## config.mk

```make
export PLATFORM = sky130hd
export DESIGN_NAME = vliw_in_order_issue_scoreboard
export DESIGN_NICKNAME = d
export VERILOG_FILES = /design/src/hdl/viis_pkg.sv /design/src/hdl/viis_ram.sv /design/src/hdl/vliw_in_order_issue_scoreboard.sv
export VERILOG_INCLUDE_DIRS = /design/src /design/src/hdl
export SDC_FILE = /design/constraint.sdc
export NUM_CORES = 2
export LEC_CHECK = 0
export BUFFER_PORTS_ARGS = -buffer_cell sky130_fd_sc_hd__buf_2
export CAP_MARGIN = 20
export CELL_PAD_IN_SITES_DETAIL_PLACEMENT = 1
export CELL_PAD_IN_SITES_GLOBAL_PLACEMENT = 2
export CORE_MARGIN = 3
export CORE_UTILIZATION = 40
export DETAILED_ROUTE_END_ITERATION = 8
export HOLD_SLACK_MARGIN = 0.02
export PLACE_DENSITY_LB_ADDON = 0.2
export SLEW_MARGIN = 25
export SYNTH_ARGS = -nofsm -noshare
export SYNTH_HDL_FRONTEND = slang
export SYNTH_SLANG_ARGS = --single-unit
export TNS_END_PERCENT = 50
```

## constraint.sdc

```tcl
create_clock -name clock -period 14.95 [get_ports clock]
set_clock_uncertainty 0.2 [all_clocks]
set_input_delay 1.495 -clock clock [delete_from_list [all_inputs] [get_ports clock]]
set_output_delay 1.495 -clock clock [all_outputs]
set_load 0.01 [all_outputs]
```

## src/hdl/vliw_in_order_issue_scoreboard_assert.svh

```systemverilog
// Assertion macros for the issue scoreboard.
// Included by the modules that check their own logic; no other dependencies.
`ifndef VLIW_IN_ORDER_ISSUE_SCOREBOARD_ASSERT_SVH
`define VLIW_IN_ORDER_ISSUE_SCOREBOARD_ASSERT_SVH

`ifndef NO_ASSERTIONS
// same-cycle implication, checked out of reset
`define VIIS_ASSERT_NOW(lbl, clk, rst, ante, cons) \
   lbl: assert property (@(posedge clk) disable iff (rst) (ante) |-> (cons)) \
      else $error("scoreboard check failed");
// next-cycle implication, checked out of reset
`define VIIS_ASSERT_NEXT(lbl, clk, rst, ante, cons) \
   lbl: assert property (@(posedge clk) disable iff (rst) (ante) |=> (cons)) \
      else $error("scoreboard check failed");
`else
`define VIIS_ASSERT_NOW(lbl, clk, rst, ante, cons)
`define VIIS_ASSERT_NEXT(lbl, clk, rst, ante, cons)
`endif

`endif

```

## src/hdl/viis_pkg.sv

```systemverilog
// Shared constants, types and helpers for the VLIW issue scoreboard.
// No dependencies; used by the top level.
package viis_pkg;

   localparam int NUM_REGS   = 32;
   localparam int COUNT_BITS = 32;
   localparam int REG_AW     = (NUM_REGS > 1) ? $clog2(NUM_REGS) : 1;
   localparam int REG_W      = 6;
   localparam int WORD_W     = 32;
   localparam int LAT_W      = 3;
   localparam int WAIT_W     = 3;
   localparam int MAX_WAIT   = 6;

   typedef logic [COUNT_BITS-1:0] count_type;
   typedef logic [REG_W-1:0]      reg_field_type;
   typedef logic [REG_AW-1:0]     reg_addr_type;
   typedef logic [LAT_W-1:0]      lat_type;

   localparam count_type CNT_MAX = '1;

   // operation kinds / unit slots
   localparam logic [1:0] KIND_NOP = 2'd0;
   localparam logic [1:0] KIND_ALU = 2'd1;
   localparam logic [1:0] KIND_MUL = 2'd2;
   localparam logic [1:0] KIND_MEM = 2'd3;

   // register indexes
   localparam logic [1:0] CSR_ALU_LAT = 2'd0;
   localparam logic [1:0] CSR_MUL_LAT = 2'd1;
   localparam logic [1:0] CSR_MEM_LAT = 2'd2;

   localparam lat_type ALU_LAT_RST = 3'd1;
   localparam lat_type MUL_LAT_RST = 3'd3;
   localparam lat_type MEM_LAT_RST = 3'd4;

   localparam reg_field_type REG_NONE = '1;
   localparam logic [WORD_W-1:0] TAG_EMPTY = '1;

   function automatic count_type sat_add(count_type a, lat_type b);
      logic [COUNT_BITS:0] s;
      s = {1'b0, a} + (COUNT_BITS+1)'(b);
      return s[COUNT_BITS] ? CNT_MAX : s[COUNT_BITS-1:0];
   endfunction

   // register field names an existing scoreboard entry
   function automatic logic reg_hit(reg_field_type f);
      return !f[REG_W-1] && (int'(f[REG_W-2:0]) < NUM_REGS);
   endfunction

   function automatic reg_addr_type reg_addr(reg_field_type f);
      logic [7:0] w;
      w = 8'(f[REG_W-2:0]);
      return w[REG_AW-1:0];
   endfunction

endpackage

```

## src/hdl/viis_ram.sv

```systemverilog
// Generic single-write, single-read synchronous RAM with registered read data.
// No dependencies.
module viis_ram #(
   parameter int WIDTH = 32,
   parameter int DEPTH = 32
) (
   input  logic                             clock,
   input  logic                             wr_en,
   input  logic [$clog2(DEPTH > 1 ? DEPTH : 2)-1:0] wr_addr,
   input  logic [WIDTH-1:0]                 wr_data,
   input  logic [$clog2(DEPTH > 1 ? DEPTH : 2)-1:0] rd_addr,
   output logic [WIDTH-1:0]                 rd_data
);

   logic [WIDTH-1:0] mem [DEPTH];
   logic [WIDTH-1:0] rd_data_ff;

   always_ff @(posedge clock) begin
      if (wr_en) begin
         mem[wr_addr] <= wr_data;
      end
      rd_data_ff <= mem[rd_addr];
   end

   assign rd_data = rd_data_ff;

endmodule

```

## src/hdl/vliw_in_order_issue_scoreboard.sv

```systemverilog
// In-order issue scoreboard for a three-slot VLIW machine.
// Depends on viis_pkg, viis_ram and vliw_in_order_issue_scoreboard_assert.svh.
//
// Usage:
//   req_* carries one operation per beat (valid/ready). rsp_* carries one
//   bundle per beat (valid/ready): zero to six empty bundles while the
//   operation's sources are not ready, then the bundle holding the operation
//   (rsp_run_end=1, rsp_program_end=req_last_op). csr_* writes the three unit
//   latencies (index 0 alu, 1 mul, 2 mem); write only while no operation is
//   in flight.
//   Timing: an accepted beat reads both sources from two scoreboard RAM
//   copies (registered read), then registers the max of the ready times
//   in CALC, then emits one bundle per cycle while the output is free.
//   req_ready is high only while no operation is in flight; the last
//   bundle sits in the output register while the next operation is
//   accepted.
//   Reset: counter cleared, all scoreboard entries read as zero (per-entry
//   valid flops), latencies 1/3/4. A last op clears counter and entries alike.
//   Stall: while rsp_ready is low the output register holds and bundle
//   generation pauses; nothing is lost.
module vliw_in_order_issue_scoreboard (
   input  logic                clock,
   input  logic                reset,
   input  logic                req_valid,
   output logic                req_ready,
   input  logic [1:0]          req_op_kind,
   input  logic signed [5:0]   req_dest_reg,
   input  logic signed [5:0]   req_src1_reg,
   input  logic signed [5:0]   req_src2_reg,
   input  logic signed [31:0]  req_immediate,
   input  logic signed [31:0]  req_op_tag,
   input  logic                req_last_op,
   output logic                rsp_valid,
   input  logic                rsp_ready,
   output logic [31:0]         rsp_bundle_index,
   output logic [1:0]          rsp_out_unit,
   output logic signed [5:0]   rsp_out_dest,
   output logic signed [5:0]   rsp_out_src1,
   output logic signed [5:0]   rsp_out_src2,
   output logic signed [31:0]  rsp_out_immediate,
   output logic signed [31:0]  rsp_out_tag,
   output logic                rsp_run_end,
   output logic                rsp_program_end,
   input  logic                csr_wr_en,
   input  logic [1:0]          csr_index,
   input  logic [2:0]          csr_wr_data
);

`include "vliw_in_order_issue_scoreboard_assert.svh"

   localparam logic [1:0] ST_IDLE = 2'd0;
   localparam logic [1:0] ST_CALC = 2'd1;
   localparam logic [1:0] ST_EMIT = 2'd2;

   logic [1:0] state_ff, state_in;
   viis_pkg::count_type cnt_ff, cnt_in;
   viis_pkg::count_type earliest_ff, earliest_in;
   logic [viis_pkg::WAIT_W-1:0] wait_cnt_ff, wait_cnt_in;
   logic [viis_pkg::NUM_REGS-1:0] vld_ff, vld_in;
   viis_pkg::lat_type alu_lat_ff, alu_lat_in, mul_lat_ff, mul_lat_in;
   viis_pkg::lat_type mem_lat_ff, mem_lat_in;

   // latched operation
   logic [1:0] kind_ff;
   viis_pkg::reg_field_type dest_ff, s1_ff, s2_ff;
   logic [viis_pkg::WORD_W-1:0] imm_ff, tag_ff;
   logic last_ff;

   // output register
   logic rsp_valid_ff, rsp_valid_in;
   logic [31:0] o_idx_ff, o_idx_in;
   logic [1:0] o_unit_ff, o_unit_in;
   viis_pkg::reg_field_type o_dest_ff, o_dest_in, o_s1_ff, o_s1_in, o_s2_ff, o_s2_in;
   logic [viis_pkg::WORD_W-1:0] o_imm_ff, o_imm_in, o_tag_ff, o_tag_in;
   logic o_run_ff, o_run_in, o_prog_ff, o_prog_in;

   viis_pkg::count_type rd1, rd2, r1, r2;
   viis_pkg::count_type wr_data;
   viis_pkg::lat_type unit_lat;
   logic req_take, out_free, emit_go, need_wait, issue_now, wr_en;

   assign req_ready = (state_ff == ST_IDLE);
   assign req_take  = req_valid && req_ready;
   assign out_free  = !rsp_valid_ff || rsp_ready;
   assign emit_go   = (state_ff == ST_EMIT) && out_free;
   assign need_wait = (cnt_ff < earliest_ff) &&
                      (wait_cnt_ff != viis_pkg::WAIT_W'(viis_pkg::MAX_WAIT));
   assign issue_now = emit_go && !need_wait;
   assign wr_en     = issue_now && viis_pkg::reg_hit(dest_ff);

   always_comb begin
      case (kind_ff)
         viis_pkg::KIND_ALU: unit_lat = alu_lat_ff;
         viis_pkg::KIND_MUL: unit_lat = mul_lat_ff;
         viis_pkg::KIND_MEM: unit_lat = mem_lat_ff;
         default:            unit_lat = '0;
      endcase
   end
   assign wr_data = viis_pkg::sat_add(cnt_ff, unit_lat);

   // two copies so both sources are read in the same cycle
   viis_ram #(.WIDTH(viis_pkg::COUNT_BITS), .DEPTH(viis_pkg::NUM_REGS)) u_ram_s1 (
      .clock   (clock),
      .wr_en   (wr_en),
      .wr_addr (viis_pkg::reg_addr(dest_ff)),
      .wr_data (wr_data),
      .rd_addr (viis_pkg::reg_addr(req_src1_reg)),
      .rd_data (rd1)
   );

   viis_ram #(.WIDTH(viis_pkg::COUNT_BITS), .DEPTH(viis_pkg::NUM_REGS)) u_ram_s2 (
      .clock   (clock),
      .wr_en   (wr_en),
      .wr_addr (viis_pkg::reg_addr(dest_ff)),
      .wr_data (wr_data),
      .rd_addr (viis_pkg::reg_addr(req_src2_reg)),
      .rd_data (rd2)
   );

   // entries never written since the last clear read as zero
   assign r1 = (viis_pkg::reg_hit(s1_ff) && vld_ff[viis_pkg::reg_addr(s1_ff)]) ? rd1 : '0;
   assign r2 = (viis_pkg::reg_hit(s2_ff) && vld_ff[viis_pkg::reg_addr(s2_ff)]) ? rd2 : '0;

   always_comb begin
      state_in    = state_ff;
      cnt_in      = cnt_ff;
      earliest_in = earliest_ff;
      wait_cnt_in = wait_cnt_ff;
      vld_in      = vld_ff;
      alu_lat_in  = alu_lat_ff;
      mul_lat_in  = mul_lat_ff;
      mem_lat_in  = mem_lat_ff;

      if (csr_wr_en) begin
         case (csr_index)
            viis_pkg::CSR_ALU_LAT: alu_lat_in = csr_wr_data;
            viis_pkg::CSR_MUL_LAT: mul_lat_in = csr_wr_data;
            viis_pkg::CSR_MEM_LAT: mem_lat_in = csr_wr_data;
            default: ;
         endcase
      end

      case (state_ff)
         ST_IDLE: begin
            if (req_take) begin
               state_in = ST_CALC;
            end
         end
         ST_CALC: begin
            earliest_in = (r2 > r1) ? r2 : r1;
            wait_cnt_in = '0;
            state_in    = ST_EMIT;
         end
         ST_EMIT: begin
            if (emit_go) begin
               cnt_in = viis_pkg::sat_add(cnt_ff, viis_pkg::lat_type'(1));
               if (need_wait) begin
                  wait_cnt_in = wait_cnt_ff + viis_pkg::WAIT_W'(1);
               end else begin
                  state_in = ST_IDLE;
                  if (wr_en) begin
                     vld_in[viis_pkg::reg_addr(dest_ff)] = 1'b1;
                  end
                  if (last_ff) begin
                     vld_in = '0;
                     cnt_in = '0;
                  end
               end
            end
         end
         default: state_in = ST_IDLE;
      endcase
   end

   always_comb begin
      rsp_valid_in = rsp_valid_ff && !rsp_ready;
      o_idx_in  = o_idx_ff;
      o_unit_in = o_unit_ff;
      o_dest_in = o_dest_ff;
      o_s1_in   = o_s1_ff;
      o_s2_in   = o_s2_ff;
      o_imm_in  = o_imm_ff;
      o_tag_in  = o_tag_ff;
      o_run_in  = o_run_ff;
      o_prog_in = o_prog_ff;
      if (emit_go) begin
         rsp_valid_in = 1'b1;
         o_idx_in  = 32'(cnt_ff);
         o_unit_in = viis_pkg::KIND_NOP;
         o_dest_in = viis_pkg::REG_NONE;
         o_s1_in   = viis_pkg::REG_NONE;
         o_s2_in   = viis_pkg::REG_NONE;
         o_imm_in  = '0;
         o_tag_in  = viis_pkg::TAG_EMPTY;
         o_run_in  = 1'b0;
         o_prog_in = 1'b0;
         if (!need_wait) begin
            o_run_in  = 1'b1;
            o_prog_in = last_ff;
            // a nop issues as an empty slot
            if (kind_ff != viis_pkg::KIND_NOP) begin
               o_unit_in = kind_ff;
               o_dest_in = dest_ff;
               o_s1_in   = s1_ff;
               o_s2_in   = s2_ff;
               o_imm_in  = imm_ff;
               o_tag_in  = tag_ff;
            end
         end
      end
   end

   always_ff @(posedge clock) begin
      if (reset) begin
         state_ff     <= ST_IDLE;
         cnt_ff       <= '0;
         earliest_ff  <= '0;
         wait_cnt_ff  <= '0;
         vld_ff       <= '0;
         alu_lat_ff   <= viis_pkg::ALU_LAT_RST;
         mul_lat_ff   <= viis_pkg::MUL_LAT_RST;
         mem_lat_ff   <= viis_pkg::MEM_LAT_RST;
         rsp_valid_ff <= 1'b0;
      end else begin
         state_ff     <= state_in;
         cnt_ff       <= cnt_in;
         earliest_ff  <= earliest_in;
         wait_cnt_ff  <= wait_cnt_in;
         vld_ff       <= vld_in;
         alu_lat_ff   <= alu_lat_in;
         mul_lat_ff   <= mul_lat_in;
         mem_lat_ff   <= mem_lat_in;
         rsp_valid_ff <= rsp_valid_in;
      end
   end

   always_ff @(posedge clock) begin
      if (req_take) begin
         kind_ff <= req_op_kind;
         dest_ff <= req_dest_reg;
         s1_ff   <= req_src1_reg;
         s2_ff   <= req_src2_reg;
         imm_ff  <= req_immediate;
         tag_ff  <= req_op_tag;
         last_ff <= req_last_op;
      end
      o_idx_ff  <= o_idx_in;
      o_unit_ff <= o_unit_in;
      o_dest_ff <= o_dest_in;
      o_s1_ff   <= o_s1_in;
      o_s2_ff   <= o_s2_in;
      o_imm_ff  <= o_imm_in;
      o_tag_ff  <= o_tag_in;
      o_run_ff  <= o_run_in;
      o_prog_ff <= o_prog_in;
   end

   assign rsp_valid         = rsp_valid_ff;
   assign rsp_bundle_index  = o_idx_ff;
   assign rsp_out_unit      = o_unit_ff;
   assign rsp_out_dest      = o_dest_ff;
   assign rsp_out_src1      = o_s1_ff;
   assign rsp_out_src2      = o_s2_ff;
   assign rsp_out_immediate = o_imm_ff;
   assign rsp_out_tag       = o_tag_ff;
   assign rsp_run_end       = o_run_ff;
   assign rsp_program_end   = o_prog_ff;

   `VIIS_ASSERT_NOW(a_wait_cap, clock, reset, state_ff == ST_EMIT, wait_cnt_ff <= viis_pkg::WAIT_W'(viis_pkg::MAX_WAIT))
   `VIIS_ASSERT_NEXT(a_last_clears, clock, reset, issue_now && last_ff, cnt_ff == '0 && vld_ff == '0)
   `VIIS_ASSERT_NEXT(a_cnt_monotonic, clock, reset, !(issue_now && last_ff), cnt_ff >= $past(cnt_ff))
   `VIIS_ASSERT_NEXT(a_issue_done, clock, reset, issue_now, state_ff == ST_IDLE && rsp_valid_ff && rsp_run_end)
   `VIIS_ASSERT_NEXT(a_take_reads, clock, reset, req_take, state_ff == ST_CALC)

endmodule
```

Word-level counts from Yosys, hierarchy flattened --
Memory sizes are Yosys's and may differ from the RTL's. A register that Yosys moved wholly into a read port is not among the register bits. Index checks and enable logic that the tools add are counted.
Storage, ports and cells: output and inout port bits 120, word-level logic and storage cells 107, input bits 95, bits in writable memories 2048, memories kept 2, register bits 314
Memory list:
- u_ram_s1.mem | words 32, bits a word 32, rd ports 1, clocked after Yosys merged registers in 1, wr ports 1, RTL line viis_ram.sv:15 | logic [WIDTH-1:0] mem [DEPTH];
- u_ram_s2.mem | words 32, bits a word 32, rd ports 1, clocked after Yosys merged registers in 1, wr ports 1, RTL line viis_ram.sv:15
Cells by class: equal/unequal tests 12, multiplexer cells 27, add/sub/neg operators 3, reductions and logical operators 29, bitwise logic cells 3, order comparisons 6
Operators with widths (number):
- 32-bit two-way mux | 9
- 32-bit by 1-bit adder with 33-bit output, second input constant | 1
- 32-bit by 3-bit adder with 33-bit output | 1
- 32-bit greater-than comparator | 1
- 32-bit < comparator | 1
- 32-bit bitwise OR | 1
- 5-bit by 6-bit < comparator with 1-bit output, second input constant | 3
- 1-bit binary-select mux with 5-bit select | 2
- 1-bit logical AND | 9
- 3-bit case mux with 3 select lines | 1
- 2-bit equality test, second input constant | 4
- 2-bit AND reduction | 4
- 1-bit two-way mux | 7
- 2-bit by 1-bit equality test with 1-bit output, second input constant | 3
- 1-bit zero test | 6
- 2-bit two-way mux | 3
- 3-bit two-way mux | 2
- 2-bit inequality test, second input constant | 3
- 2-bit case mux with 3 select lines | 1
- 3-bit case mux with 2 select lines | 1
- 3-bit AND reduction | 2
- 2-bit nonzero test | 3
- 1-bit demux with 5-bit select | 1
- 5-bit by 1-bit >= comparator with 1-bit output, second input constant | 1
- other kinds (8) | 10

Longest topological paths before layout --
depth after elaboration 7, depth in mapped cells 17, depth with buffers taken out 14

By module --
From an unflattened synthesis, not the netlist that was laid out.
Second synthesis, totals: cells, all modules 5881, area total of the unflattened synthesis 95799.4 um^2
By module, submodules not included:
- viis_ram at u_ram_s1 | instances 1, area an instance 40487.6 um^2, cells each 2260
- viis_ram at u_ram_s2 | instances 1, area an instance 40485.1 um^2, cells each 2260
- vliw_in_order_issue_scoreboard | instances 1, area an instance 14826.7 um^2, cells each 1361

Worst setup path before layout --
No wires, ideal clock.
path type input to register, from input rsp_ready, to register wait_cnt_ff[2] in the netlist's numbering, data arrival time 5982 ps, required time 14616 ps, stages on the path 7, setup slack 8635 ps, cells stage by stage nand2b_1 -> nand2_1 -> inv_1 -> clkbuf_1 -> clkbuf_1 -> nand3_1 -> mux2i_1
On the way: longest elaborated chain between the ends 4
Ends and longest elaborated chain:
- from (decl) | RTL line vliw_in_order_issue_scoreboard.sv:34 | input logic rsp_ready,
- 1-bit logical OR | RTL line vliw_in_order_issue_scoreboard.sv:84 | assign out_free = !rsp_valid_ff || rsp_ready;
- 1-bit logical AND | RTL line vliw_in_order_issue_scoreboard.sv:85 | assign emit_go = (state_ff == ST_EMIT) && out_free;
- named net emit_go | RTL line vliw_in_order_issue_scoreboard.sv:80 | logic req_take, out_free, emit_go, need_wait, issue_now, wr_en;
- 2-bit inequality test (no source line)
- 3-bit AND reduction (no source line)
- to (signal assigned) | RTL line vliw_in_order_issue_scoreboard.sv:228 | wait_cnt_ff <= wait_cnt_in;
- to (decl) | RTL line vliw_in_order_issue_scoreboard.sv:58 | logic [viis_pkg::WAIT_W-1:0] wait_cnt_ff, wait_cnt_in;
The timed path passes the listed nets, and every way through them passes these cells. A chain may end at the register's enable or synchronous reset.

Worst setup path after layout --
from register cnt_ff[9], to memory u_ram_s2.mem[23][9], enable pin
On the way: longest elaborated chain between the ends 7
Ends and longest elaborated chain:
- from (decl) | RTL line vliw_in_order_issue_scoreboard.sv:56 | viis_pkg::count_type cnt_ff, cnt_in;
- from (signal assigned) | RTL line vliw_in_order_issue_scoreboard.sv:226 | cnt_ff <= cnt_in;
- 32-bit < comparator | RTL line vliw_in_order_issue_scoreboard.sv:86 | assign need_wait = (cnt_ff < earliest_ff) &&
- 1-bit logical AND | RTL line vliw_in_order_issue_scoreboard.sv:86
- 1-bit zero test
- 1-bit logical AND | RTL line vliw_in_order_issue_scoreboard.sv:88 | assign issue_now = emit_go && !need_wait;
- 1-bit logical AND | RTL line vliw_in_order_issue_scoreboard.sv:89 | assign wr_en = issue_now && viis_pkg::reg_hit(dest_ff);
- 1-bit two-way mux | RTL line viis_ram.sv:19 | if (wr_en) begin
- 1-bit two-way mux (not written as such) | RTL line viis_ram.sv:20 | mem[wr_addr] <= wr_data;
- to (decl) | RTL line viis_ram.sv:15
No other way between the ends.

==> flow_metrics.tcl <==
set metrics [dict create \
    cts_setup_buffers 0 \
    use_met2_pct 39.6 \
    chipWidth_um 401 \
    routed_via_density 6.25 \
    drc 0 \
    regArea_um2 40300 \
    fin_crit_sh_pct 37.1 \
    cts_hold_buffers 0 \
    die_h_um 401 \
    synthArstFlopShare_pct 0 \
    critical_path_class "reg2reg" \
    die_area_um2 161000 \
    grt_pass1_vias 37593 \
    ir_drop_uv 119 \
    ys_seq_elements 1402 \
    syn_to_final_growth_pct 14.5 \
    grt_pass1_wl_um 288000 \
    htreeDepth 4 \
    fmax_mhz 180 \
    fin_setup_tns_ns 0 \
    synth_cell_type_count 62 \
    hp-class "reg2reg" \
    layout_common_cells "edfxtp_1 (1,227), mux4_2 (657), buf_2 (206)" \
    cp.arrival_ns 5.78 \
    postSynthCellCount 3281 \
    clk-insertion-delay-late_ns 0.81 \
    finalPower_mw 8.61 \
    worst_setup_path_end_kind "flip-flop" \
    p_leak_nw 25.6 \
    place_area_um2 66300 \
    grt_max_degree 110 \
    clkTransAtPathRegs_ns 0.06 \
    use_met3_pct 4.68 \
    overflow 0 \
    cp.required_ns 15.18 \
    rows 144 \
    synth_edf_count 1227 \
    status "finished clean" \
    nFillCells 14283 \
    antenna_found_initial 6 \
    wl_per_cell_um 35.6 \
    drt_iter0_drc 4519 \
    dr.pass1.iters 5 \
    top_usage_layer "met2" \
    dpl.hpwl_um 116000 \
    max_slew_margin_pct 24.6 \
    critPathMaxFanout 54 \
    setup_viol 0 \
    tritoncts "yes" \
    ant_nets 0 \
    clock_sink_count 1402 \
    cts_buffer_depth 3 \
    maxCapViolations 0 \
    multi_input_area_um2 21400 \
    cp-start-kind "flip-flop" \
    drive_gt1_share_pct 36.5 \
    final_area_um2 71600 \
    synth_area_um2 62500 \
    cts_root_buffer "clkbuf_16" \
    final_common_cell "edfxtp_1" \
    ys.flop_type "edfxtp_1" \
    core_um2 155000 \
    fin_nets 3695 \
    met1_usage_pct 35.4 \
    initial_core_util_pct 40.4 \
    ys_seq_area_share_pct 64.5 \
    drt_wl_total_um 203000 \
    rsz0062_at_grt "no" \
    globalplace.congestion 0.828 \
    via_count 35688 \
    slew_viol_final 0 \
    port-buffer-count 214 \
    ys_warn_count 0 \
    cts.repair.resized 0 \
    grtUsageTotal_pct 25.2 \
    ios 215 \
    syn_avg_cell_area_um2 19.1 \
    tightest_slew_ns 1.13 \
    p_per_area_nw_per_um2 120 \
    cts_made_buffers 155 \
    min_period_ns 5.55 \
    synth.net_count 3446 \
    final-hold-violation-count 0 \
]
==> synthesized netlist by cell type, types with 3 or more instances <==
cell,number,share of area [%]
mux2_2,71,1.3
o22ai_1,6,0.060
a221o_1,34,0.54
o211ai_1,4,0.048
nand2_1,123,0.74
nor3_1,55,0.44
o21ai_0,23,0.18
nand2b_1,6,0.060
mux2i_1,8,0.13
nand4_1,20,0.20
buf_2,25,0.20
edfxtp_1,1227,59
or3b_2,3,0.042
a221oi_1,4,0.056
dfxtp_1,175,5.6
xnor2_1,13,0.18
and3_1,9,0.090
or3_1,61,0.61
nand3b_1,10,0.12
ha_1,69,1.4
a21oi_1,82,0.66
and4_1,7,0.098
nor2b_1,13,0.13
inv_1,43,0.26
a21o_1,8,0.096
nor2_1,126,0.76
mux4_2,657,24
o21ai_1,3,0.024
buf_1,33,0.20
nor4_1,4,0.040
a211oi_1,4,0.048
a211o_1,8,0.11
a311oi_1,6,0.084
buf_6,3,0.054
nand3_1,30,0.24
xor2_1,14,0.20
clkbuf_1,160,0.96
and2_1,104,1.0
==> metrics by stage <==
stage               setup slack, ns  hold WS [ns]  utilization (%)  instances
finish                         9.40         0.266             46.3       5708
global route                   9.20         0.296             46.3       5707
CTS                            9.32         0.264             46.3       5706
detailed placement             9.09         0.260             42.9       5416
global placement               9.14         0.240             42.9       5416
floorplan                      8.63         0.230                -       3281
==> logic make-up after synthesis <==
kind of cell | after synthesis | share of synthesized area [%]
AOI/OAI and AO/OA | 201 | 2.19
xor gates and xnor gates | 27 | 0.378
adders and majority gates | 70 | 1.41
buffers and inverters | 266 | 1.69
DFF | 1402 | 64.5
muxes | 737 | 25.1
and+or+nand+nor | 578 | 4.69
==> flip-flops by register name (all words and copies together) (netlist names), 3 cells and up <==
register           cells
rsp_bundle_index      32
imm_ff                32
rsp_out_src1           6
rsp_out_src2           6
wait_cnt_ff            3
mul_lat_ff             3
mem_lat_ff             3
s2_ff                  6
tag_ff                32
u_ram_s1.rd_data      32
alu_lat_ff             3
u_ram_s1.mem          32
earliest_ff           32
rsp_out_tag           32
dest_ff                6
rsp_out_immediate     32
rsp_out_dest           6
u_ram_s2.mem         992
u_ram_s2.rd_data      32
vld_ff                32
cnt_ff                32
s1_ff                  6
==> layer usage <==
metal  wire [µm]  vias to the layer above
met5           0                        -
met4        7090                        0
met3       15100                      348
met2       95700                     1668
met1       85600                    19446
li1            -                    14226
==> power breakdown <==
part | leakage [nW] | internal [mW] | total (mW) | switching (mW)
Combinational | 8.21 | 0.145 | 0.391 | 0.246
Clock | 2.56 | 2.29 | 3.93 | 1.65
Sequential | 14.8 | 4.26 | 4.28 | 0.0237
Total | 25.6 | 6.69 | 8.61 | 1.92
==> worst max-delay path, cell delays in order, from the launching register on <==
cell and delay [ns]:
dfxtp_1 0.76, ha_1 0.28, nand4_1 0.12, o311ai_1 0.64
a21oi_4 0.11, buf_4 0.30, inv_2 0.65, nand2_1 0.11
buf_4 0.32, nor3_2 0.73, buf_4 0.77
==> final cells by class <==
cell class / count / share of cell area (%)
tap: 2044 / 3.57
multi-input combinational: 1613 / 29.8
inverter: 44 / 0.238
clock inverter: 85 / 1.44
sequential: 1402 / 56.4
timing repair buffer: 314 / 2.68
clock buffer: 205 / 5.89
antenna: 1 / 0.00349
==> path summary, 6_finish.rpt <==
check	from	to	slack [ns]	cells after the start
max reg2reg	cnt_ff[9]$_SDFFE_PP0P_	u_ram_s2.mem[23][9]$_DFFE_PP_	9.40	10
min	u_ram_s2.rd_data[19]$_DFF_P_	earliest_ff[19]$_SDFFE_PP0N_	0.27	1
max	cnt_ff[9]$_SDFFE_PP0P_	u_ram_s2.mem[23][9]$_DFFE_PP_	9.40	10
min reg2reg	u_ram_s2.rd_data[19]$_DFF_P_	earliest_ff[19]$_SDFFE_PP0N_	0.27	1
(Power assumes the default switching activity.)
